## src/ole_pkg.sv

```systemverilog
// Shared types and constants for the ordered list engine.
package ole_pkg;

  localparam int DATA_W = 32;
  localparam int CMD_W  = 3;
  localparam int ST_W   = 2;
  localparam int OUT_W  = 7;

  typedef enum logic [CMD_W-1:0] {
    CMD_INS_HEAD   = 3'd0,
    CMD_INS_TAIL   = 3'd1,
    CMD_INS_BEFORE = 3'd2,
    CMD_INS_AFTER  = 3'd3,
    CMD_DEL_HEAD   = 3'd4,
    CMD_DEL_TAIL   = 3'd5,
    CMD_DEL_KEY    = 3'd6,
    CMD_SEARCH     = 3'd7
  } cmd_t;

  typedef enum logic [ST_W-1:0] {
    ST_OK       = 2'd0,
    ST_NOTFOUND = 2'd1,
    ST_FULL     = 2'd2,
    ST_EMPTY    = 2'd3
  } status_t;

  // Operation broadcast to every cell of the chain.
  typedef enum logic [3:0] {
    OP_HOLD,
    OP_START,      // token to the head cell, clear passed marks
    OP_SCAN,       // token moves one cell down the chain
    OP_SHR_ALL,    // whole chain shifts right, head cell loads data
    OP_SHL_ALL,    // whole chain shifts left
    OP_SHR_AT,     // token cell loads data, cells after it shift right
    OP_SHR_AFTER,  // cell after the token loads data, cells beyond shift right
    OP_SHL_AT,     // token cell and cells after it shift left
    OP_PUT_TAIL,   // first empty cell loads data
    OP_DROP_TAIL   // last occupied cell empties
  } cell_op_t;

  typedef struct packed {
    cell_op_t                 op;
    logic signed [DATA_W-1:0] data;
    logic signed [DATA_W-1:0] key;
  } cell_ctl_t;

  typedef struct packed {
    logic                     valid;
    logic                     tok;
    logic signed [DATA_W-1:0] value;
  } cell_link_t;

endpackage

```

## src/ole_cell.sv

```systemverilog
// One cell of the list chain: a value, its occupancy and the scan token.
module ole_cell import ole_pkg::*; #(
  parameter bit IS_HEAD = 1'b0
) (
  input  logic       clk,
  input  logic       rst,
  input  cell_ctl_t  ctl,
  input  cell_link_t left,
  input  cell_link_t right,
  output cell_link_t link,
  output logic       hit
);

  logic                     valid;
  logic                     tok;
  logic                     passed;
  logic signed [DATA_W-1:0] value;

  assign link = '{valid: valid, tok: tok, value: value};
  assign hit  = tok && valid && (value == ctl.key);

  always_ff @(posedge clk) begin
    if (rst) begin
      valid  <= 1'b0;
      tok    <= 1'b0;
      passed <= 1'b0;
    end else begin
      unique case (ctl.op)
        OP_HOLD: ;
        OP_START: begin
          tok    <= IS_HEAD;
          passed <= 1'b0;
        end
        OP_SCAN: begin
          tok    <= left.tok;
          passed <= passed | tok;
        end
        OP_SHR_ALL:   valid <= IS_HEAD ? 1'b1 : left.valid;
        OP_SHL_ALL:   valid <= right.valid;
        OP_SHR_AT: begin
          if (tok)          valid <= 1'b1;
          else if (!passed) valid <= left.valid;
        end
        OP_SHR_AFTER: begin
          if (left.tok)              valid <= 1'b1;
          else if (!passed && !tok)  valid <= left.valid;
        end
        OP_SHL_AT: begin
          if (!passed) valid <= right.valid;
        end
        OP_PUT_TAIL: begin
          if (!valid && left.valid) valid <= 1'b1;
        end
        OP_DROP_TAIL: begin
          if (valid && !right.valid) valid <= 1'b0;
        end
        default: ;
      endcase
    end
  end

  always_ff @(posedge clk) begin
    unique case (ctl.op)
      OP_SHR_ALL:   value <= IS_HEAD ? ctl.data : left.value;
      OP_SHL_ALL:   value <= right.value;
      OP_SHR_AT: begin
        if (tok)          value <= ctl.data;
        else if (!passed) value <= left.value;
      end
      OP_SHR_AFTER: begin
        if (left.tok)             value <= ctl.data;
        else if (!passed && !tok) value <= left.value;
      end
      OP_SHL_AT: begin
        if (!passed) value <= right.value;
      end
      OP_PUT_TAIL: begin
        if (!valid && left.valid) value <= ctl.data;
      end
      default: ;
    endcase
  end

endmodule

```

## config.mk

```make
export PLATFORM = sky130hd
export DESIGN_NAME = ole_cell
export DESIGN_NICKNAME = d
export VERILOG_FILES = /design/src/ole_pkg.sv /design/src/ole_cell.sv
export SDC_FILE = /design/constraint.sdc
export NUM_CORES = 1
export LEC_CHECK = 0
export ABC_AREA = 1
export BUFFER_PORTS_ARGS = -buffer_cell sky130_fd_sc_hd__buf_2
export CAP_MARGIN = 20
export CORE_ASPECT_RATIO = 0.6
export CORE_MARGIN = 2
export CORE_UTILIZATION = 42
export CTS_CLUSTER_SIZE = 20
export DETAILED_ROUTE_END_ITERATION = 7
export PLACE_DENSITY = 0.92
export SETUP_SLACK_MARGIN = 0.5
export SLEW_MARGIN = 15
export SYNTH_ARGS = -nofsm -noshare
export SYNTH_HDL_FRONTEND = slang
export SYNTH_SLANG_ARGS = --single-unit
export TNS_END_PERCENT = 5
```

## constraint.sdc

```tcl
create_clock -name clk -period 4.2 [get_ports clk]
set_input_delay 0.42 -clock clk [delete_from_list [all_inputs] [get_ports clk]]
set_output_delay 0.42 -clock clk [all_outputs]
set_load 0.005 [all_outputs]
```

==> results of run 1 <==
[cells in the final DEF, fill, tap and decap left out]
cell type / count
edfxtp_1: 32
nor3_1: 2
nand3_2: 6
clkinv_2: 1
buf_16: 1
clkbuf_1: 2
o211ai_4: 1
o21ai_0: 15
dfxtp_1: 3
buf_2: 171
a31oi_4: 1
or2_4: 1
nor2_4: 1
nor2_2: 1
a21oi_1: 1
xor2_1: 6
o221ai_1: 1
clkbuf_8: 5
o22ai_1: 2
nand2_1: 156
nand4_1: 2
o2111ai_1: 2
xnor2_1: 2
nor2_1: 28
inv_1: 38
a211oi_1: 1
nand3_1: 38
[flip-flops by register name, indices dropped and copies added, names as in the netlist]
name and flops:
value 32, passed 1, tok 1, valid 1
[kinds of logic after synthesis]
family | count (synthesis)
AND/OR/NAND/NOR | 235
buffers and inverters | 49
flip-flops | 35
AO/OA/AOI/OAI | 24
XOR/XNOR | 8
[worst min path at each step]
stage                     cells past startpoint  slack, ps                start                  end
after CTS                                     2        330                  rst     tok$_SDFFE_PP0P_
after detailed placement                      2        490  passed$_SDFFE_PP0P_  passed$_SDFFE_PP0P_
after global routing                          2        350                  rst     tok$_SDFFE_PP0P_
final                                         2        340                  rst     tok$_SDFFE_PP0P_
after floorplan                               2        460  passed$_SDFFE_PP0P_  passed$_SDFFE_PP0P_
after global placement                        2        470  passed$_SDFFE_PP0P_  passed$_SDFFE_PP0P_
[per-layer routing]
metal  share of wire (%)  routed length [um]  GRT usage, %  vias up
met5                   0                   0             0        -
met4                0.38                  29         4.500        0
met3                  11                 809         5.216        4
met2                  46                3509         40.03      152
met1                  43                3327         30.67     1234
li1                    -                   -             -     1461
[final cells by class]
| cell class | count | area (um^2) |
|---|---|---|
| sequential | 35 | 1021 |
| fill | 508 | 2140 |
| tap | 80 | 100.1 |
| clock inverter | 1 | 5.005 |
| multi-input combinational | 267 | 1229 |
| inverter | 38 | 142.6 |
| timing repair buffer | 172 | 883.3 |
| clock buffer | 7 | 76.32 |
[per-stage QoR]
step / setup WS [ps] / instance area (um^2)
floorplan: 1198 / 2447
global placement: 1772 / 3343
detailed placement: 1626 / 3343
CTS: 1932 / 3425
global route: 2077 / 3457
finish: 2193 / 3457
[power by group through the flow]
stage          clock network [mW]  logic [mW]  registers, mW
4_1_cts                     0.238       0.224          0.437
6_report                    0.231       0.228          0.436
3_5_place_dp                    0       0.224          0.444
5_1_grt                     0.252       0.258          0.439
3_3_place_gp                    0       0.216          0.443
2_1_floorplan                   0       0.107          0.443
==> key figures, run 1 <==
Clock network
  • Postcts setup bufs: 0
  • Worst skew pair latency: 280 ps
  • Hold-fix buffers at CTS: 0
  • Post-CTS resize count: 0
  • Total CTS buffers: 5
  • Clock transition at path regs: 70 ps
  • CTS tree: built
  • CTS Sinks: 35
  • Deepest clock path buffer count: 2
  • Clock root buffer: clkbuf_8
  • CTS H-tree depth: 2

Drt
  • Total DRC errors in the routed layout: 0
  • Vias per cell: 4.752
  • Pre-antenna DRT Iters: 4
  • Avg WL per Cell: 12.79 um
  • Total wire length: 7676 um
  • DR iter-0 viols: 124
  • DR vias: 2851
  • Post-route ant nets: 0

Pwr
  • Sequential cell fraction of total power: 48.7%
  • Power Internal: 0.6409 mW
  • Switching power of the nets: 0.2545 mW
  • Clock share of power: 25.8%
  • PD cells: 259.0 mW/mm^2
  • Final Power: 0.8954 mW
  • Switching power share of the total: 28.42%
  • Leak pwr: 1.854 nW
  • Logic pwr share: 25.5%
  • VDD IR max: 0.1396 mV

GRT
  • GRT overflow: 0
  • Vias in the first global route: 2640
  • GRT Total Usage: 23.47%
  • Global-route wire length before repair: 11670 um
  • Pin count of the biggest net entering global routing: 33
  • Initial antenna violation count: 0

Timing
  • Min Hold Slack: 342.8 ps
  • Slew @ Worst Pin: 1029 ps
  • Fin crit share: 47.78%
  • Max Clock Skew: 6.438 ps
  • Fin crit period: 2007 ps
  • Max Fclk: 0.4984 GHz
  • Setup TNS: 0 ps
  • Fin. Hold Viols: 0
  • Max_slew headroom: 31.31%
  • RSZ-0062 raised after global routing: false
  • Final-report max-slew violation count: 0
  • Final setup fails: 0

Layout
  • Final core area utilization: 61.77%
  • Fin nets: 657
  • Layout Area Growth over Synthesis: 41.26%
  • Non-filler cells, final: 600
  • Share of layout cells above drive strength 1: 36.35%
  • Antenna fix cells: 0

Setup path
  • Req. time, crit path: 4190 ps
  • Setup CP Type: reg2reg
  • CP Buf/Inv Count: 1
  • Worst path slowest cell: a31oi_4
  • Worst path depth: 5
  • CP max FO: 17
  • Reg-to-reg critical path endpoint: value[6]$_DFFE_PP_
  • R2r worst-path depth: 5
  • Worst endpoint data arrival time: 1990 ps
  • Worst Setup SP: tok$_SDFFE_PP0P_
  • Worst path cell trace: nand2_1 > nand3_1 > nand3_1 > a31oi_4 > buf_16
  • Most Frequent Cell on Critical Path: nand3_1
  • CP Launch Type: flip-flop
  • Crit path to: value[6]$_DFFE_PP_
  • Critical Path Sink Type: flip-flop
  • RR Startpoint: tok$_SDFFE_PP0P_
  • Flop-to-flop setup slack: 2190 ps
  • CP delay by family, top: compound AO/OA/AOI/OAI gates
  • CP peak stage delay: 550 ps

Place
  • RePlAce Congestion: 0.8884
  • IO Port Bufs: 171
  • Cells after DPL: 591
  • Detailed placement HPWL: 6270 um

Flow run
  • Max-Cap Viols: 0

Synthesis
  • Commonest cells post-synth: nand2_1 (156), nand3_1 (39), inv_1 (38)
  • Sequential share of the synthesized area: 41.72%
  • Mux share of post-synthesis cell area: 0%
  • Yosys reg bits: 35
  • Post-synthesis simple-gate area fraction: 40.24%
  • Synth area leaders: edfxtp_1 (39%), nand2_1 (24%), nand3_1 (8.0%)
  • Netlist cell types: 26
  • Ys async rst share: 0%
  • Syn Inst Count: 351
  • Post-synthesis compound-gate area fraction: 6.288%
  • Most common cell in the netlist: nand2_1
  • Synth Area in Adders: 0%
  • Yosys synthesis warning count: 0
  • Cell taking the most area after synthesis: edfxtp_1
  • Syn Area/Cell: 6.972 um^2
  • Yosys top cell area share: 39.26%
  • Combinational family with the most area after synthesis: simple AND/OR/NAND/NOR gates
  • Post-Synth XOR/XNOR Area: 2.863%
  • Syn nets: 489
  • Post-Synthesis Cell Area: 0.002447 mm^2
  • Synth Flop Type: edfxtp_1
  • EDFF count, synth: 32

Die
  • Die X: 102.5 um
  • Core area: 0.005597 mm^2
  • Ports: 173
  • Initial Utilization: 43.73%
  • Die extent in y: 63.13 um
  • Total die area: 0.006474 mm^2
  • Number of core rows: 21

Min path
  • Hold Path Class: in2reg

Run status
  • Run status: finished clean
Power figures use the tool's default switching activity.
==> run 2, diff against run 1 <==
CORE_UTILIZATION = 38   (was 42)
PLACE_DENSITY = 0.88   (was 0.92)
clock period = 1.7 ns   (was 4.2 ns; I/O delays follow)
==> key figures, run 2 (same netlist as run 1, synthesis figures left out) <==
Die
  • Ports: 173 (unchanged)
  • Total die area: 0.007119 mm^2 (was 0.006474 mm^2)
  • Core area: 0.006166 mm^2 (was 0.005597 mm^2)
  • Initial Utilization: 39.69% (was 43.73%)
  • Die extent in y: 66.16 um (was 63.13 um)
  • Number of core rows: 22 (was 21)
  • Die X: 107.6 um (was 102.5 um)

Setup path
  • CP peak stage delay: 450 ps (was 550 ps)
  • Worst path cell trace: inv_1 > o22ai_1 > nor2_1 > nand2_2 > nor2_2 > nand3_1 > nor2_1 > buf_2 (was nand2_1 > nand3_1 > nand3_1 > a31oi_4 > buf_16)
  • Flop-to-flop setup slack: 100 ps (was 2190 ps)
  • Most Frequent Cell on Critical Path: nor2_1 (was nand3_1)
  • CP Buf/Inv Count: 2 (was 1)
  • CP Launch Type: flip-flop (unchanged)
  • Critical Path Sink Type: output port (was flip-flop)
  • R2r worst-path depth: 6 (was 5)
  • CP delay by family, top: simple AND/OR/NAND/NOR gates (was compound AO/OA/AOI/OAI gates)
  • Worst path slowest cell: edfxtp_1 (was a31oi_4)
  • Worst endpoint data arrival time: 1570 ps (was 1990 ps)
  • Worst Setup SP: value[5]$_DFFE_PP_ (was tok$_SDFFE_PP0P_)
  • Reg-to-reg critical path endpoint: value[4]$_DFFE_PP_ (was value[6]$_DFFE_PP_)
  • CP max FO: 2 (was 17)
  • Req. time, crit path: 1530 ps (was 4190 ps)
  • RR Startpoint: tok$_SDFFE_PP0P_ (unchanged)
  • Setup CP Type: reg2out (was reg2reg)

Drt
  • Total DRC errors in the routed layout: 0 (unchanged)
  • DR iter-0 viols: 203 (was 124)
  • Pre-antenna DRT Iters: 4 (unchanged)
  • Vias per cell: 5.082 (was 4.752)
  • Post-route ant nets: 0 (unchanged)
  • Avg WL per Cell: 16.09 um (was 12.79 um)
  • DR vias: 3166 (was 2851)
  • Total wire length: 10030 um (was 7676 um)

Layout
  • Largest Register: value (unchanged)
  • Final core area utilization: 67.49% (was 61.77%)
  • Fin nets: 676 (was 657)
  • Non-filler cells, final: 623 (was 600)
  • Largest register FFs: 32 (unchanged)
  • Commonest non-fill, non-tap cell in the layout: buf_2 (unchanged)
  • Layout Area Growth over Synthesis: 70.04% (was 41.26%)
  • Share of layout cells above drive strength 1: 52.32% (was 36.35%)
  • Antenna fix cells: 0 (unchanged)
  • Commonest cells after routing, fill and taps aside: buf_2 (170), nand2_1 (119), inv_1 (35) (was buf_2 (171), nand2_1 (156), inv_1 (38), nand3_1 (38), edfxtp_1 (32))

Pwr
  • Leak pwr: 2.299 nW (was 1.854 nW)
  • Final Power: 2.411 mW (was 0.8954 mW)
  • PD cells: 579.4 mW/mm^2 (was 259.0 mW/mm^2)
  • VDD IR max: 0.2954 mV (was 0.1396 mV)

Run status
  • Run status: finished with violations (was finished clean)
  • Failing checks: setup timing

Min path
  • Hold Startpoint: rst (unchanged)
  • Hold Path Class: in2reg (unchanged)
  • Hold Crit Endpoint: tok$_SDFFE_PP0P_ (unchanged)
  • WHS Path Cells: 2 (unchanged)

Clock network
  • Total CTS buffers: 5 (unchanged)
  • Clock root buffer: clkbuf_8 (unchanged)
  • Deepest clock path buffer count: 2 (unchanged)
  • CTS tree: built (unchanged)
  • Worst skew pair latency: 280 ps (about the same)
  • CTS Sinks: 35 (unchanged)
  • Clock transition at path regs: 70 ps (about the same)
  • CTS H-tree depth: 2 (unchanged)

GRT
  • Global-route wire length before repair: 13390 um (was 11670 um)
  • GRT overflow: 0 (unchanged)
  • Vias in the first global route: 2776 (was 2640)
  • Pin count of the biggest net entering global routing: 22 (was 33)
  • Initial antenna violation count: 0 (unchanged)
  • GRT Total Usage: 25.21% (was 23.47%)

Place
  • IO Port Bufs: 171 (unchanged)
  • Detailed placement HPWL: 6579 um (was 6270 um)
  • Cells after DPL: 603 (was 591)
  • RePlAce Congestion: 0.8097 (was 0.8884)

Timing
  • Slew @ Worst Pin: 640.5 ps (was 1029 ps)
  • Final setup margin: -37.80 ps (was 2193 ps)
  • RSZ-0062 raised after global routing: true (was false)
  • Final-report max-slew violation count: 0 (unchanged)
  • Fin crit period: 1738 ps
  • Fin crit share: 102.2%
  • Max_slew headroom: 57.10% (was 31.31%)
  • Min Hold Slack: 76.18 ps (was 342.8 ps)
  • Fin. Hold Viols: 0 (unchanged)
  • Max Fclk: 0.5754 GHz
  • Max Clock Skew: 6.703 ps (was 6.438 ps)
  • Final setup fails: 1 (was 0)

Flow run
  • Max-Cap Viols: 0 (unchanged)
## run 2: where the power goes
group | leakage, nW | switching, mW | total [mW] | internal, mW
combinational | 1.92 | 0.398 | 0.748 | 0.350
clock | 0.0422 | 0.297 | 0.584 | 0.288
sequential | 0.334 | 0.0504 | 1.08 | 1.03
## run 2: repair_timing
item | CTS | global route
buffers inserted | 2 | 6
pin swaps | 62 | 78
cloned | 3 | 1
gates resized for setup | 48 | 75
hold buffers | 0 | 0
endpoints found under the hold margin | 0 | 0
setup endpoints to repair | 65 | 66
## run 2: worst max-delay path by stage
stage	end	slack, ps	cells after the start
finish	hit	-40	8
global route	hit	-150	8
CTS	hit	-50	7
detailed placement	value[10]$_DFFE_PP_	-60	8
global placement	value[29]$_DFFE_PP_	10	8
floorplan	value[0]$_DFFE_PP_	30	5
## run 2: stage by stage
stage | TNS [ps] | instance area (um^2) | worst slack (ps)
2_1_floorplan | 0 | 2474 | 28.97
3_3_place_gp | 0 | 3432 | 14.51
3_5_place_dp | -404.9 | 3432 | -63.38
4_1_cts | -45.75 | 3801 | -45.75
5_1_grt | -146.1 | 4161 | -146.1
6_report | -37.80 | 4161 | -37.80
## run 2: final cells by class
| class | instances | area (um^2) |
|---|---|---|
| Clock buffer | 7 | 76.32 |
| Clock inverter | 1 | 5.005 |
| Fill cell | 502 | 2004 |
| Inverter | 38 | 146.4 |
| Multi-Input combinational cell | 268 | 1653 |
| Sequential cell | 35 | 1026 |
| Tap cell | 84 | 105.1 |
| Timing Repair Buffer | 190 | 1150 |
## run 2: worst reg2reg max path: cells and delay by family, from the launching register on
kind,cells,cell delay [ps]
and+or+nand+nor,4,410
AOI/OAI and AO/OA,1,300
DFF,1,390
buffers and inverters,1,200
## run 2: layer usage
layer  vias to the layer above  part of all wire (%)  GRT usage (%)
li1                       1510                     -              -
met1                      1466                    42          32.45
met2                       175                    49          44.18
met3                        15                   8.3          4.926
met4                         0                   1.1          5.769
met5                         -                     0              0
