<file path="config.mk">
export PLATFORM = sky130hd
export DESIGN_NAME = ole_ctrl_flat
export DESIGN_NICKNAME = d
export VERILOG_FILES = /design/src/ole_pkg.sv /design/src/ole_cmd_if.sv /design/src/ole_res_if.sv /design/src/ole_ctrl.sv /design/src/flat_wrapper.sv
export SDC_FILE = /design/constraint.sdc
export NUM_CORES = 1
export LEC_CHECK = 0
export BUFFER_PORTS_ARGS = -buffer_cell sky130_fd_sc_hd__buf_2
export CAP_MARGIN = 10
export CORE_ASPECT_RATIO = 0.7
export CORE_MARGIN = 8
export CORE_UTILIZATION = 55
export CTS_BUF_LIST = sky130_fd_sc_hd__clkbuf_8
export CTS_CLUSTER_DIAMETER = 60
export DETAILED_ROUTE_END_ITERATION = 6
export GPL_ROUTABILITY_DRIVEN = 1
export PLACE_DENSITY = 0.95
export RECOVER_POWER = 25
export SYNTH_ARGS = -nofsm -noshare
export SYNTH_HDL_FRONTEND = slang
export SYNTH_SLANG_ARGS = --single-unit
</file>
<file path="constraint.sdc">
create_clock -name clk -period 6.51 [get_ports clk]
set_input_delay 0.9765 -clock clk [delete_from_list [all_inputs] [get_ports clk]]
set_output_delay 0.9765 -clock clk [all_outputs]
set_load 0.03 [all_outputs]
</file>
<file path="src/ole_pkg.sv">
// Shared types and constants for the ordered list engine.
package ole_pkg;

  localparam int DATA_W = 32;
  localparam int CMD_W  = 3;
  localparam int ST_W   = 2;
  localparam int OUT_W  = 7;

  typedef enum logic [CMD_W-1:0] {
    CMD_INS_HEAD   = 3'd0,
    CMD_INS_TAIL   = 3'd1,
    CMD_INS_BEFORE = 3'd2,
    CMD_INS_AFTER  = 3'd3,
    CMD_DEL_HEAD   = 3'd4,
    CMD_DEL_TAIL   = 3'd5,
    CMD_DEL_KEY    = 3'd6,
    CMD_SEARCH     = 3'd7
  } cmd_t;

  typedef enum logic [ST_W-1:0] {
    ST_OK       = 2'd0,
    ST_NOTFOUND = 2'd1,
    ST_FULL     = 2'd2,
    ST_EMPTY    = 2'd3
  } status_t;

  // Operation broadcast to every cell of the chain.
  typedef enum logic [3:0] {
    OP_HOLD,
    OP_START,      // token to the head cell, clear passed marks
    OP_SCAN,       // token moves one cell down the chain
    OP_SHR_ALL,    // whole chain shifts right, head cell loads data
    OP_SHL_ALL,    // whole chain shifts left
    OP_SHR_AT,     // token cell loads data, cells after it shift right
    OP_SHR_AFTER,  // cell after the token loads data, cells beyond shift right
    OP_SHL_AT,     // token cell and cells after it shift left
    OP_PUT_TAIL,   // first empty cell loads data
    OP_DROP_TAIL   // last occupied cell empties
  } cell_op_t;

  typedef struct packed {
    cell_op_t                 op;
    logic signed [DATA_W-1:0] data;
    logic signed [DATA_W-1:0] key;
  } cell_ctl_t;

  typedef struct packed {
    logic                     valid;
    logic                     tok;
    logic signed [DATA_W-1:0] value;
  } cell_link_t;

endpackage

</file>
<file path="src/ole_cmd_if.sv">
// Command channel: one list command per transfer.
interface ole_cmd_if import ole_pkg::*; ();
  logic                     valid;
  logic                     ready;
  logic [CMD_W-1:0]         command;
  logic signed [DATA_W-1:0] value;
  logic signed [DATA_W-1:0] key;

  modport source (output valid, command, value, key, input ready);
  modport sink   (input valid, command, value, key, output ready);
endinterface

</file>
<file path="src/ole_res_if.sv">
// Result channel: status, match position and entry count per transfer.
interface ole_res_if import ole_pkg::*; ();
  logic              valid;
  logic              ready;
  logic [ST_W-1:0]   status;
  logic [OUT_W-1:0]  position;
  logic [OUT_W-1:0]  count;

  modport source (output valid, status, position, count, input ready);
  modport sink   (input valid, status, position, count, output ready);
endinterface

</file>
<file path="src/ole_ctrl.sv">
// Command sequencer: decodes a command, drives the cell chain, forms the result.
module ole_ctrl import ole_pkg::*; #(
  parameter int CAPACITY = 64
) (
  input  logic      clk,
  input  logic      rst,
  ole_cmd_if.sink   cmd,
  ole_res_if.source res,
  input  logic      hit_any,
  output cell_ctl_t ctl
);

  localparam int CW = $clog2(CAPACITY + 1);

  typedef enum logic [1:0] {S_IDLE, S_EXEC, S_SCAN, S_DONE} state_t;

  state_t                   state;
  cmd_t                     cmd_q;
  logic signed [DATA_W-1:0] val_q;
  logic signed [DATA_W-1:0] key_q;
  logic [CW-1:0]            cnt;
  logic [CW-1:0]            pos;
  status_t                  st_q;
  logic [CW-1:0]            pos_q;

  cell_op_t      op;
  logic          finish;
  status_t       fin_status;
  logic [CW-1:0] fin_pos;
  logic [CW-1:0] cnt_next;
  logic          full;
  logic          empty;

  assign full      = (cnt == CW'(CAPACITY));
  assign empty     = (cnt == '0);
  assign cmd.ready = (state == S_IDLE);
  assign ctl       = '{op: op, data: val_q, key: key_q};

  always_comb begin
    op         = OP_HOLD;
    finish     = 1'b0;
    fin_status = ST_OK;
    fin_pos    = '0;
    cnt_next   = cnt;
    unique case (state)
      S_EXEC: begin
        case (cmd_q) inside
          CMD_INS_HEAD, CMD_INS_TAIL: begin
            finish = 1'b1;
            if (full) begin
              fin_status = ST_FULL;
            end else begin
              op       = (cmd_q == CMD_INS_HEAD) ? OP_SHR_ALL : OP_PUT_TAIL;
              cnt_next = cnt + CW'(1);
            end
          end
          CMD_INS_BEFORE, CMD_INS_AFTER: begin
            if (full) begin
              finish     = 1'b1;
              fin_status = ST_FULL;
            end else begin
              op = OP_START;
            end
          end
          CMD_DEL_HEAD, CMD_DEL_TAIL: begin
            finish = 1'b1;
            if (empty) begin
              fin_status = ST_EMPTY;
            end else begin
              op       = (cmd_q == CMD_DEL_HEAD) ? OP_SHL_ALL : OP_DROP_TAIL;
              cnt_next = cnt - CW'(1);
            end
          end
          CMD_DEL_KEY: begin
            if (empty) begin
              finish     = 1'b1;
              fin_status = ST_EMPTY;
            end else begin
              op = OP_START;
            end
          end
          default: op = OP_START;
        endcase
      end
      S_SCAN: begin
        if (hit_any) begin
          finish = 1'b1;
          case (cmd_q)
            CMD_INS_BEFORE: begin
              op       = OP_SHR_AT;
              cnt_next = cnt + CW'(1);
            end
            CMD_INS_AFTER: begin
              op       = OP_SHR_AFTER;
              cnt_next = cnt + CW'(1);
            end
            CMD_DEL_KEY: begin
              op       = OP_SHL_AT;
              cnt_next = cnt - CW'(1);
            end
            default: fin_pos = pos + CW'(1);
          endcase
        end else if (pos == cnt) begin
          finish     = 1'b1;
          fin_status = ST_NOTFOUND;
        end else begin
          op = OP_SCAN;
        end
      end
      default: ;
    endcase
  end

  always_ff @(posedge clk) begin
    if (rst) begin
      state     <= S_IDLE;
      cnt       <= '0;
      pos       <= '0;
      res.valid <= 1'b0;
    end else begin
      if (res.valid && res.ready && state != S_DONE) res.valid <= 1'b0;
      unique case (state)
        S_IDLE: begin
          if (cmd.valid) begin
            cmd_q <= cmd_t'(cmd.command);
            val_q <= cmd.value;
            key_q <= cmd.key;
            state <= S_EXEC;
          end
        end
        S_EXEC, S_SCAN: begin
          cnt <= cnt_next;
          if (op == OP_START)     pos <= '0;
          else if (op == OP_SCAN) pos <= pos + CW'(1);
          if (op == OP_START) state <= S_SCAN;
          if (finish) begin
            st_q  <= fin_status;
            pos_q <= fin_pos;
            state <= S_DONE;
          end
        end
        S_DONE: begin
          if (!res.valid || res.ready) begin
            res.valid    <= 1'b1;
            res.status   <= st_q;
            res.position <= OUT_W'(pos_q);
            res.count    <= OUT_W'(cnt);
            state        <= S_IDLE;
          end
        end
        default: state <= S_IDLE;
      endcase
    end
  end

`ifndef NO_ASSERTIONS
  a_cnt_bound: assert property (@(posedge clk) disable iff (rst)
    cnt <= CW'(CAPACITY))
    else $error("entry count beyond capacity");

  a_scan_bound: assert property (@(posedge clk) disable iff (rst)
    state == S_SCAN |-> pos <= cnt)
    else $error("scan ran past the last entry");

  a_cnt_step: assert property (@(posedge clk) disable iff (rst)
    (state == S_EXEC || state == S_SCAN) |=>
      (cnt == $past(cnt) || cnt == $past(cnt) + CW'(1) || cnt == $past(cnt) - CW'(1)))
    else $error("entry count moved by more than one");

  a_cnt_quiet: assert property (@(posedge clk) disable iff (rst)
    (state == S_IDLE || state == S_DONE) |=> cnt == $past(cnt))
    else $error("entry count changed outside a command");
`endif

endmodule

</file>
<file path="src/flat_wrapper.sv">
// flat-port wrapper written by rule: the top's interface ports become plain ports
module ole_ctrl_flat import ole_pkg::*;
#(
  parameter int CAPACITY = 64
)
  (clk, rst, hit_any, ctl, cmd_valid, cmd_command, cmd_value, cmd_key, cmd_ready, res_valid, res_status, res_position, res_count, res_ready);
  ole_cmd_if cmd_i ();
  ole_res_if res_i ();
  input  logic clk;
  input  logic rst;
  input  logic hit_any;
  output cell_ctl_t ctl;
  input wire logic [$bits(cmd_i.valid)-1:0] cmd_valid;
  input wire logic [$bits(cmd_i.command)-1:0] cmd_command;
  input wire logic [$bits(cmd_i.value)-1:0] cmd_value;
  input wire logic [$bits(cmd_i.key)-1:0] cmd_key;
  output wire logic [$bits(cmd_i.ready)-1:0] cmd_ready;
  output wire logic [$bits(res_i.valid)-1:0] res_valid;
  output wire logic [$bits(res_i.status)-1:0] res_status;
  output wire logic [$bits(res_i.position)-1:0] res_position;
  output wire logic [$bits(res_i.count)-1:0] res_count;
  input wire logic [$bits(res_i.ready)-1:0] res_ready;
  assign cmd_i.valid = cmd_valid;
  assign cmd_i.command = cmd_command;
  assign cmd_i.value = cmd_value;
  assign cmd_i.key = cmd_key;
  assign cmd_ready = cmd_i.ready;
  assign res_valid = res_i.valid;
  assign res_status = res_i.status;
  assign res_position = res_i.position;
  assign res_count = res_i.count;
  assign res_i.ready = res_ready;
  ole_ctrl #(.CAPACITY(CAPACITY)) u_core (.clk(clk), .rst(rst), .cmd(cmd_i), .res(res_i), .hit_any(hit_any), .ctl(ctl));
endmodule
</file>
==> results.cfg, run 1 <==
[clock_network]
clk_pin_slew_ns = 0.09
cts_sinks = 109
cts_max_level = 3
numCtsBuffers = 9
root_buffer = clkbuf_8
cts_resized = 0
cts_tree = done
post-cts-setup-buffers = 0
cts.path.max_buffers = 2
ctsHoldBuffers = 0
clk_latency_ns = 0.36

[status]
status = completed

[synthesis]
synth_top_family_by_area = simple AND/OR/NAND/NOR gates
synth_edf_count = 92
yosys.area_share.simple_pct = 12.6
synthDistinctLibCells = 57
ys_ff_latch = 109
synth_area_sq_um = 4470
synth_area_leaders = edfxtp_1 62%, dfxtp_1 7.6%, ha_1 2.2%
synth_top_area_share_pct = 61.9
synthArstFlopShare_pct = 0
yosysTopAreaCell = edfxtp_1
yosys_warnings = 0
synth_cells = 309
synth_compound_area_share_pct = 8.97
synth_xor_area_share_pct = 3.53
synth_mux_area_share_pct = 0.448
synth_nets = 389
synthAdderAreaFrac_pct = 2.24
ys.flop_type = edfxtp_1
avgSynthCellArea_sq_um = 14.5
ys_seq_area_share_pct = 69.5

[final_layout]
area_growth_pct = 23.0
regArea_sq_um = 3100
antennaDiodeCount = 0
nFillCells = 566
final_nets = 548
finalNonFillerCells = 573
drive_above_1_share_pct = 40.0
multi_input_area_sq_um = 1250

[critical_path]
r2r_cells = 7
r2r_setup_slack_ns = 3.72
path_class = flop to primary output
cp.arrival_ns = 2.79
end_kind = primary output
critPathLaunchType = flop
r2r-end = u_core.pos[5]$_SDFFE_PP0P_
critical_path.max_fanout = 9
r2r-start = u_core.state[0]$_SDFFE_PP0P_
crit_required_ns = 5.53

[grt]
grt_pass1_vias = 3239
grt_max_degree = 68
grt_usage_pct = 20.5
grt_remaining_overflow = 0
grt_pass1_wl_um = 17500
antenna_found_initial = 0

[job]
drv_cap = 0

[drt]
highest_layer = met4
num_vias = 3177
wirelength_um = 11400
drt_iter0_markers = 288
drt-pass1-iter-count = 5
drt-vias-per-instance = 5.54
met1_length_um = 4420
drc_errors = 0
ant_nets = 0
post_drt_wl_per_cell_um = 20.0
wl_met3_um = 1070
wl_met2_um = 5780

[hold_path]
hp-start = u_core.pos_q[6]$_SDFFCE_PP0P_
hold_depth = 0
min_path_type = flop to flop
hold_path_end = u_core.res.position[6]$_DFFE_PP_

[placed_design]
place_congestion = 0.923
dpl.cell_count = 558
dp_hpwl_um = 8900
io_buffers = 157

[floorplan]
io_pins = 158
die_area_sq_um = 11300
die_w_um = 124
die_h_um = 91.4
placementRows = 27
core_sq_um = 7870
start_util_pct = 56.7

[timing]
slew_viol_final = 0
period_share_pct = 57.9
finClkSkew_ns = 0.00651
rsz0062_at_grt = false
maxSlewHeadroom_pct = 45.2
whs_ns = 0.427
fmax_mhz = 265
setup_viol = 0
tns_ns = 0
finalHoldViolCount = 0
worst_pin_slew_ns = 0.822
finalCriticalPeriod_ns = 3.77

[power_and_ir_drop]
power.density_nw_per_um2 = 357
leakagePower_nw = 2.19
vdd_drop_max_mv = 0.319
[final cells by class]
class	instances	share of cell area, %
clock inverters	6	0.638
clock buffers	9	2.26
well taps	101	2.30
inverters	13	0.934
flip-flops and latches	109	56.5
multi-input cells	175	22.7
repair buffers	160	14.7
[routing by layer]
layer,track usage (%),vias up
met1,24.0,1537
met5,0,-
met2,33.6,149
met4,6.39,0
li1,-,1474
met3,8.23,17
[cells in the mapped netlist, types with 2 or more instances]
| library cell | instances |
|---|---|
| ha_1 | 8 |
| inv_1 | 11 |
| nand2_1 | 13 |
| mux2i_1 | 2 |
| o41ai_2 | 2 |
| nor3_1 | 8 |
| and3_1 | 8 |
| nand2b_1 | 6 |
| o32ai_1 | 2 |
| o221ai_1 | 2 |
| a221o_1 | 2 |
| nor2_1 | 24 |
| buf_2 | 6 |
| nand3_1 | 14 |
| dfxtp_1 | 17 |
| a21oi_1 | 14 |
| o211ai_1 | 3 |
| edfxtp_1 | 92 |
| and2_1 | 3 |
| nand4_1 | 3 |
| clkbuf_1 | 3 |
| xor2_1 | 9 |
| nor4_4 | 2 |
| nand4b_1 | 2 |
| xnor2_1 | 9 |
| o311ai_1 | 2 |
| o21ai_0 | 7 |
| buf_6 | 2 |
| nor2b_1 | 5 |
[logic make-up after synthesis]
kind of cell             Yosys count
flip-flops                       109
AND/OR/NAND/NOR                   97
AO/OA/AOI/OAI                     50
buffers and inverters             25
XOR/XNOR                          18
adder cells (fa/ha/maj)            8
multiplexers                       2
[power by group]
part	total [mW]	switching, mW	internal [mW]	leakage [nW]
logic	0.685	0.460	0.225	1.12
registers	0.930	0.0653	0.865	0.986
clock network	0.344	0.211	0.134	0.0851
[state kept, by name (all words and copies together) (netlist names), 3 cells and up]
register	count
u_core.key_q	32
u_core.val_q	32
u_core.cnt	7
u_core.pos	7
u_core.pos_q	7
u_core.res.count	7
u_core.res.position	7
u_core.cmd_q	3
[worst max path at each step]
stage	from	to	slack (ns)	cells past startpoint
after global placement	u_core.state[0]$_SDFFE_PP0P_	ctl[65]	3.39	7
after floorplan	rst	u_core.cmd_q[0]$_DFFE_PP_	3.30	2
after detailed placement	u_core.state[0]$_SDFFE_PP0P_	ctl[65]	3.21	7
final	u_core.state[0]$_SDFFE_PP0P_	ctl[65]	2.74	7
after CTS	u_core.state[0]$_SDFFE_PP0P_	ctl[65]	2.78	7
after global routing	u_core.state[0]$_SDFFE_PP0P_	ctl[65]	2.59	7
[per-stage QoR]
step / utilization (%) / worst slack (ns) / instance area [sq um] / power, mW
3_3_place_gp: 67.8 / 3.39 / 5340 / 1.59
5_1_grt: 69.8 / 2.59 / 5490 / 2.06
4_1_cts: 69.8 / 2.78 / 5490 / 1.96
6_report: 69.8 / 2.74 / 5490 / 1.96
2_1_floorplan: - / 3.30 / 4470 / 1.46
3_5_place_dp: 67.8 / 3.21 / 5340 / 1.62
[worst max-delay path, stage by stage, from the launching register on]
cell and delay [ns]:
dfxtp_1 0.43, inv_1 0.12, ha_1 0.50, clkinv_1 0.43
a2111oi_4 0.53, nor2_4 0.10, inv_4 0.11, buf_2 0.21
[cell usage in the layout (no fill, tap or decap), types with 5 or more instances in the layout]
master    Yosys  routed
a21oi_1      14      14
and3_1        8       7
buf_2         6     156
clkbuf_8      0       9
dfxtp_1      17      17
edfxtp_1     92      92
ha_1          8       8
inv_1        11      14
nand2_1      13      13
nand2b_1      6       6
nand3_1      14      14
nor2_1       24      24
nor2b_1       5       5
nor3_1        8       7
o21ai_0       7       7
xnor2_1       9       9
xor2_1        9       9
No activity file was read; power rests on OpenSTA's default activity.
==> inputs of run 2 (changes only) <==
--- a/config.mk
+++ b/config.mk
@@ -9,12 +9,12 @@
 export CAP_MARGIN = 10
 export CORE_ASPECT_RATIO = 0.7
 export CORE_MARGIN = 8
-export CORE_UTILIZATION = 55
+export CORE_UTILIZATION = 46
 export CTS_BUF_LIST = sky130_fd_sc_hd__clkbuf_8
 export CTS_CLUSTER_DIAMETER = 60
 export DETAILED_ROUTE_END_ITERATION = 6
 export GPL_ROUTABILITY_DRIVEN = 1
-export PLACE_DENSITY = 0.95
+export PLACE_DENSITY = 0.88
 export RECOVER_POWER = 25
 export SYNTH_ARGS = -nofsm -noshare
 export SYNTH_HDL_FRONTEND = slang
==> constraint.sdc (replaced) <==
create_clock -name clk -period 3.25 [get_ports clk]
set_input_delay 0.4875 -clock clk [delete_from_list [all_inputs] [get_ports clk]]
set_output_delay 0.4875 -clock clk [all_outputs]
set_load 0.03 [all_outputs]
==> results.cfg, run 2 (synthesized netlist as in run 1, its figures left out) <==
[status]
status = completed

[placed_design]
dp_hpwl_um = 8080
io_buffers = 157
place_congestion = 0.969

[floorplan]
io_pins = 158
die_h_um = 98.4
core_sq_um = 9570
die_area_sq_um = 13200
die_w_um = 134
placementRows = 30
start_util_pct = 46.7

[timing]
period_share_pct = 91.3
finClkSkew_ns = 0.00994
worst_pin_slew_ns = 0.616
maxSlewHeadroom_pct = 58.5
finalHoldViolCount = 0
slew_viol_final = 0
finalCriticalPeriod_ns = 2.97
tns_ns = 0
setup_viol = 0
rsz0062_at_grt = false
fmax_mhz = 337

[grt]
grt_remaining_overflow = 0
antenna_found_initial = 0
grt_max_degree = 65
grt_usage_pct = 15.6
grt_pass1_wl_um = 16100
grt_pass1_vias = 3187

[power_and_ir_drop]
power.share.switching_pct = 36.6
power.density_nw_per_um2 = 724
leakagePower_nw = 2.22
p_sw_mw = 1.48
clkPwrFrac_pct = 19.5
p_seq_share_pct = 46.0
comb_power_share_pct = 34.5
internal_power_mw = 2.56
power_mw = 4.04
vdd_drop_max_mv = 0.340

[clock_network]
cts.path.max_buffers = 2
clk_pin_slew_ns = 0.10
post-cts-setup-buffers = 0
ctsHoldBuffers = 0
root_buffer = clkbuf_8
numCtsBuffers = 9
cts_sinks = 109
cts_max_level = 3
cts_resized = 0
cts_tree = done
clk_latency_ns = 0.36

[final_layout]
regArea_sq_um = 3100
area_growth_pct = 25.0
antennaDiodeCount = 0
nFillCells = 792
final_nets = 550
drive_above_1_share_pct = 40.7
final_common_cell = buf_2
multi_input_area_sq_um = 1250
largestRegisters = u_core.key_q: 32 flops, u_core.val_q: 32 flops
final_cell_mix = 157 x buf_2, 92 x edfxtp_1, 24 x nor2_1, 17 x dfxtp_1

[critical_path]
r2r_setup_slack_ns = 0.75
max_stage_delay_ns = 0.47
crit_chain = inv_1 > ha_1 > clkinv_1 > buf_4 > a2111oi_4 > nor2_4 > inv_4 > buf_2
path_class = flop to primary output
cp_slowest_cell = ha_1
r2r_cells = 8
critPathLaunchType = flop
r2r-start = u_core.state[0]$_SDFFE_PP0P_
end_kind = primary output
r2r-end = u_core.pos[5]$_SDFFE_PP0P_
critical_path.max_fanout = 9
cp.arrival_ns = 2.48
crit_required_ns = 2.76

[hold_path]
hold_path_end = u_core.val_q[24]$_DFFE_PP_
hold_depth = 1
hp-start = cmd_value[24]
min_path_type = input port to flop

[drt]
drt-vias-per-instance = 5.21
drc_errors = 0
post_drt_wl_per_cell_um = 17.5
highest_layer = met4
drt_iter0_markers = 301
met1_length_um = 4090
wl_met2_um = 5150
wl_met3_um = 1150
ant_nets = 0
num_vias = 3136
wirelength_um = 10500
drt-pass1-iter-count = 5

[job]
drv_cap = 0
-- run 2: worst max-delay path: cells and delay by family, from the launching register on --
kind                     cells  cell delay (ns)
buffers and inverters        5             0.73
adder cells (fa/ha/maj)      1             0.47
flip-flops                   1             0.42
AO/OA/AOI/OAI                1             0.39
AND/OR/NAND/NOR              1             0.10
-- run 2: per-stage QoR --
step | hold slack, ns | setup slack, ns | utilization (%) | area (sq um) | instances
after floorplan | 0.400 | 0.346 | - | 4470 | 309
after global placement | 0.405 | 0.793 | 56.4 | 5400 | 587
after detailed placement | 0.405 | 0.690 | 56.4 | 5400 | 587
after CTS | 0.269 | 0.275 | 58.3 | 5580 | 602
after global routing | 0.264 | 0.110 | 58.3 | 5580 | 602
final | 0.293 | 0.282 | 58.3 | 5580 | 602
-- run 2: per-layer routing --
metal	track usage (%)	vias to the layer above
met4	4.56	0
met3	7.67	12
li1	-	1479
met5	0	-
met2	26.0	154
met1	17.3	1491
-- run 2: worst max path at each step --
stage                     slack [ns]                         to                          from
final                           0.28                    ctl[65]  u_core.state[0]$_SDFFE_PP0P_
after global routing            0.11                    ctl[65]  u_core.state[0]$_SDFFE_PP0P_
after CTS                       0.28                    ctl[65]  u_core.state[0]$_SDFFE_PP0P_
after detailed placement        0.69                    ctl[65]  u_core.state[0]$_SDFFE_PP0P_
after global placement          0.79                    ctl[65]  u_core.state[0]$_SDFFE_PP0P_
after floorplan                 0.35  u_core.cmd_q[0]$_DFFE_PP_  u_core.state[0]$_SDFFE_PP0P_
-- run 2: final cells by class --
type | count | area share (%)
Clock inverter | 6 | 1.14
Tap cell | 128 | 2.87
Clock buffer | 9 | 2.22
Timing Repair Buffer | 162 | 15.0
Sequential cell | 109 | 55.6
Inverter | 13 | 0.919
Multi-Input combinational cell | 175 | 22.3
-- run 2: power groups by stage --
stage	clock (mW)	sequential [mW]	combinational (mW)
after detailed placement	0	1.89	1.38
after global placement	0	1.88	1.33
after global routing	0.860	1.88	1.50
after CTS	0.819	1.86	1.39
final	0.790	1.86	1.39
after floorplan	0	2.05	0.869
==> inputs of run 3 (changes only) <==
--- a/config.mk
+++ b/config.mk
@@ -5,6 +5,7 @@
 export SDC_FILE = /design/constraint.sdc
 export NUM_CORES = 1
 export LEC_CHECK = 0
+export ABC_AREA = 1
 export BUFFER_PORTS_ARGS = -buffer_cell sky130_fd_sc_hd__buf_2
 export CAP_MARGIN = 10
 export CORE_ASPECT_RATIO = 0.7
@@ -19,3 +20,4 @@
 export SYNTH_ARGS = -nofsm -noshare
 export SYNTH_HDL_FRONTEND = slang
 export SYNTH_SLANG_ARGS = --single-unit
+export TNS_END_PERCENT = 100
==> results.cfg, run 3 <==
[grt]
grt_usage_pct = 15.9
grt_pass1_wl_um = 16000
grt_max_degree = 68
antenna_found_initial = 0
grt_pass1_vias = 3134
grt_remaining_overflow = 0

[clock_network]
ctsHoldBuffers = 0
numCtsBuffers = 9
cts_max_level = 3
clk_pin_slew_ns = 0.10
cts_sinks = 109
cts_resized = 0
cts.path.max_buffers = 2
root_buffer = clkbuf_8
cts_tree = done
clk_latency_ns = 0.37
post-cts-setup-buffers = 0

[power_and_ir_drop]
power.density_nw_per_um2 = 716
clkPwrFrac_pct = 21.8
p_seq_share_pct = 47.5
leakagePower_nw = 2.35
vdd_drop_max_mv = 0.431
internal_power_mw = 2.48
comb_power_share_pct = 30.7
p_sw_mw = 1.44
power.share.switching_pct = 36.8

[drt]
post_drt_wl_per_cell_um = 15.6
num_vias = 3126
drt_iter0_markers = 264
wirelength_um = 10200
drt-vias-per-instance = 4.79
drc_errors = 0
ant_nets = 0
drt-pass1-iter-count = 5

[final_layout]
final_cell_mix = 157 x buf_2, 92 x edfxtp_1, 69 x nand2_1, 44 x nor2_1, 40 x inv_1
antennaDiodeCount = 0
regArea_sq_um = 3100
final_common_cell = buf_2
finalNonFillerCells = 652
area_growth_pct = 27.5
largestRegisters = u_core.key_q: 32 flops, u_core.val_q: 32 flops
finalInstanceArea_sq_um = 5470
multi_input_area_sq_um = 1020
fin_util_pct = 60.3
final_nets = 603
drive_above_1_share_pct = 36.4
nFillCells = 752

[synthesis]
avgSynthCellArea_sq_um = 12.1
ys_seq_area_share_pct = 72.3
synth_top_area_share_pct = 64.4
ys_ff_latch = 109
synthArstFlopShare_pct = 0
synth_area_sq_um = 4290
synth_edf_count = 92
ys.flop_type = edfxtp_1
synthDistinctLibCells = 31
synth_cells = 354
yosysTopAreaCell = edfxtp_1
synth_nets = 434
synth_area_leaders = edfxtp_1 64%, dfxtp_1 7.9%, nand2_1 6.0%
yosys_warnings = 0
synthTopCellsByCount = 92 x edfxtp_1, 69 x nand2_1, 45 x nor2_1
yosysMostFrequentCell = edfxtp_1

[critical_path]
cp.arrival_ns = 2.08
critPathLaunchType = flop
end_kind = primary output
max_stage_delay_ns = 0.40
crit_chain = inv_1 > ha_1 > nand2_1 > nor2_1 > o21bai_1 > nand3_1 > a21oi_2 > buf_2
crit_required_ns = 2.76
critical_path_buf_inv_count = 2
cp_top_family = flip-flops
cp_slowest_cell = dfxtp_1
critical_path.max_fanout = 5
path_class = flop to primary output

[placed_design]
dpl.cell_count = 636
io_buffers = 157
dp_hpwl_um = 8090
place_congestion = 0.917
placed_area_sq_um = 5260

[floorplan]
die_h_um = 96.8
die_area_sq_um = 12700
io_pins = 158
die_w_um = 131
core_sq_um = 9070
placementRows = 29
start_util_pct = 47.3

[timing]
finClkSkew_ns = 0.00447
maxSlewHeadroom_pct = 45.9
period_share_pct = 79.0
setup_viol = 0
fmax_mhz = 390
slew_viol_final = 0
worst_pin_slew_ns = 0.811
rsz0062_at_grt = false
tns_ns = 0
finalHoldViolCount = 0
finalCriticalPeriod_ns = 2.57

[hold_path]
min_path_type = input port to flop

[job]
drv_cap = 0

[status]
status = completed
-- run 3: final timing paths --
| check | from | end | slack, ns | cells after the start |
|---|---|---|---|---|
| setup / recovery | u_core.cnt[0]$_SDFFE_PP0P_ | ctl[64] | 0.68 | 8 |
| hold / removal | cmd_key[12] | u_core.key_q[12]$_DFFE_PP_ | 0.28 | 1 |
| setup reg to reg | u_core.cnt[0]$_SDFFE_PP0P_ | u_core.pos_q[4]$_SDFFCE_PP0P_ | 0.87 | 8 |
| hold reg to reg | u_core.pos_q[4]$_SDFFCE_PP0P_ | u_core.res.position[4]$_DFFE_PP_ | 0.43 | 0 |
-- run 3: metal layers --
metal | global-route usage, % | vias up | share of wire [%] | routed length (um)
met5 | 0 | - | 0 | 0
met4 | 4.57 | 0 | 1.3 | 130
met3 | 6.87 | 9 | 9.1 | 924
met2 | 25.3 | 132 | 46 | 4720
met1 | 19.3 | 1450 | 43 | 4390
li1 | - | 1535 | - | -
-- run 3: power by group through the flow --
| stage | registers, mW | clock network, mW | logic [mW] |
|---|---|---|---|
| floorplan | 2.08 | 0 | 0.644 |
| global placement | 1.88 | 0 | 1.18 |
| CTS | 1.86 | 0.889 | 1.20 |
| finish | 1.86 | 0.854 | 1.20 |
| detailed placement | 1.89 | 0 | 1.19 |
| global route | 1.88 | 0.927 | 1.33 |
-- run 3: kinds of logic (layout without fill, tap and decap cells) --
kind of cell	count (synthesis)	in the layout	synth area share, %
compound gates	41	41	5.48
buf+inv	46	220	4.08
flops	109	109	72.3
simple gates	141	141	13.9
xor+xnor	9	9	1.84
fa+ha+maj	8	8	2.33
-- run 3: area by class of cell --
type	count	area share [%]
Tap cell	124	2.84
Clock buffer	10	2.52
Multi-Input combinational cell	199	18.7
Timing Repair Buffer	159	14.6
Inverter	45	3.13
Clock inverter	6	1.40
Sequential cell	109	56.7
-- run 3: metrics by stage --
step                power, mW  hold WS (ns)  setup WS, ns
global placement         3.06         0.404         0.956
finish                   3.92         0.284         0.684
detailed placement       3.08         0.405         0.888
floorplan                2.72         0.400         0.202
global route             4.14         0.247         0.504
CTS                      3.95         0.259         0.679
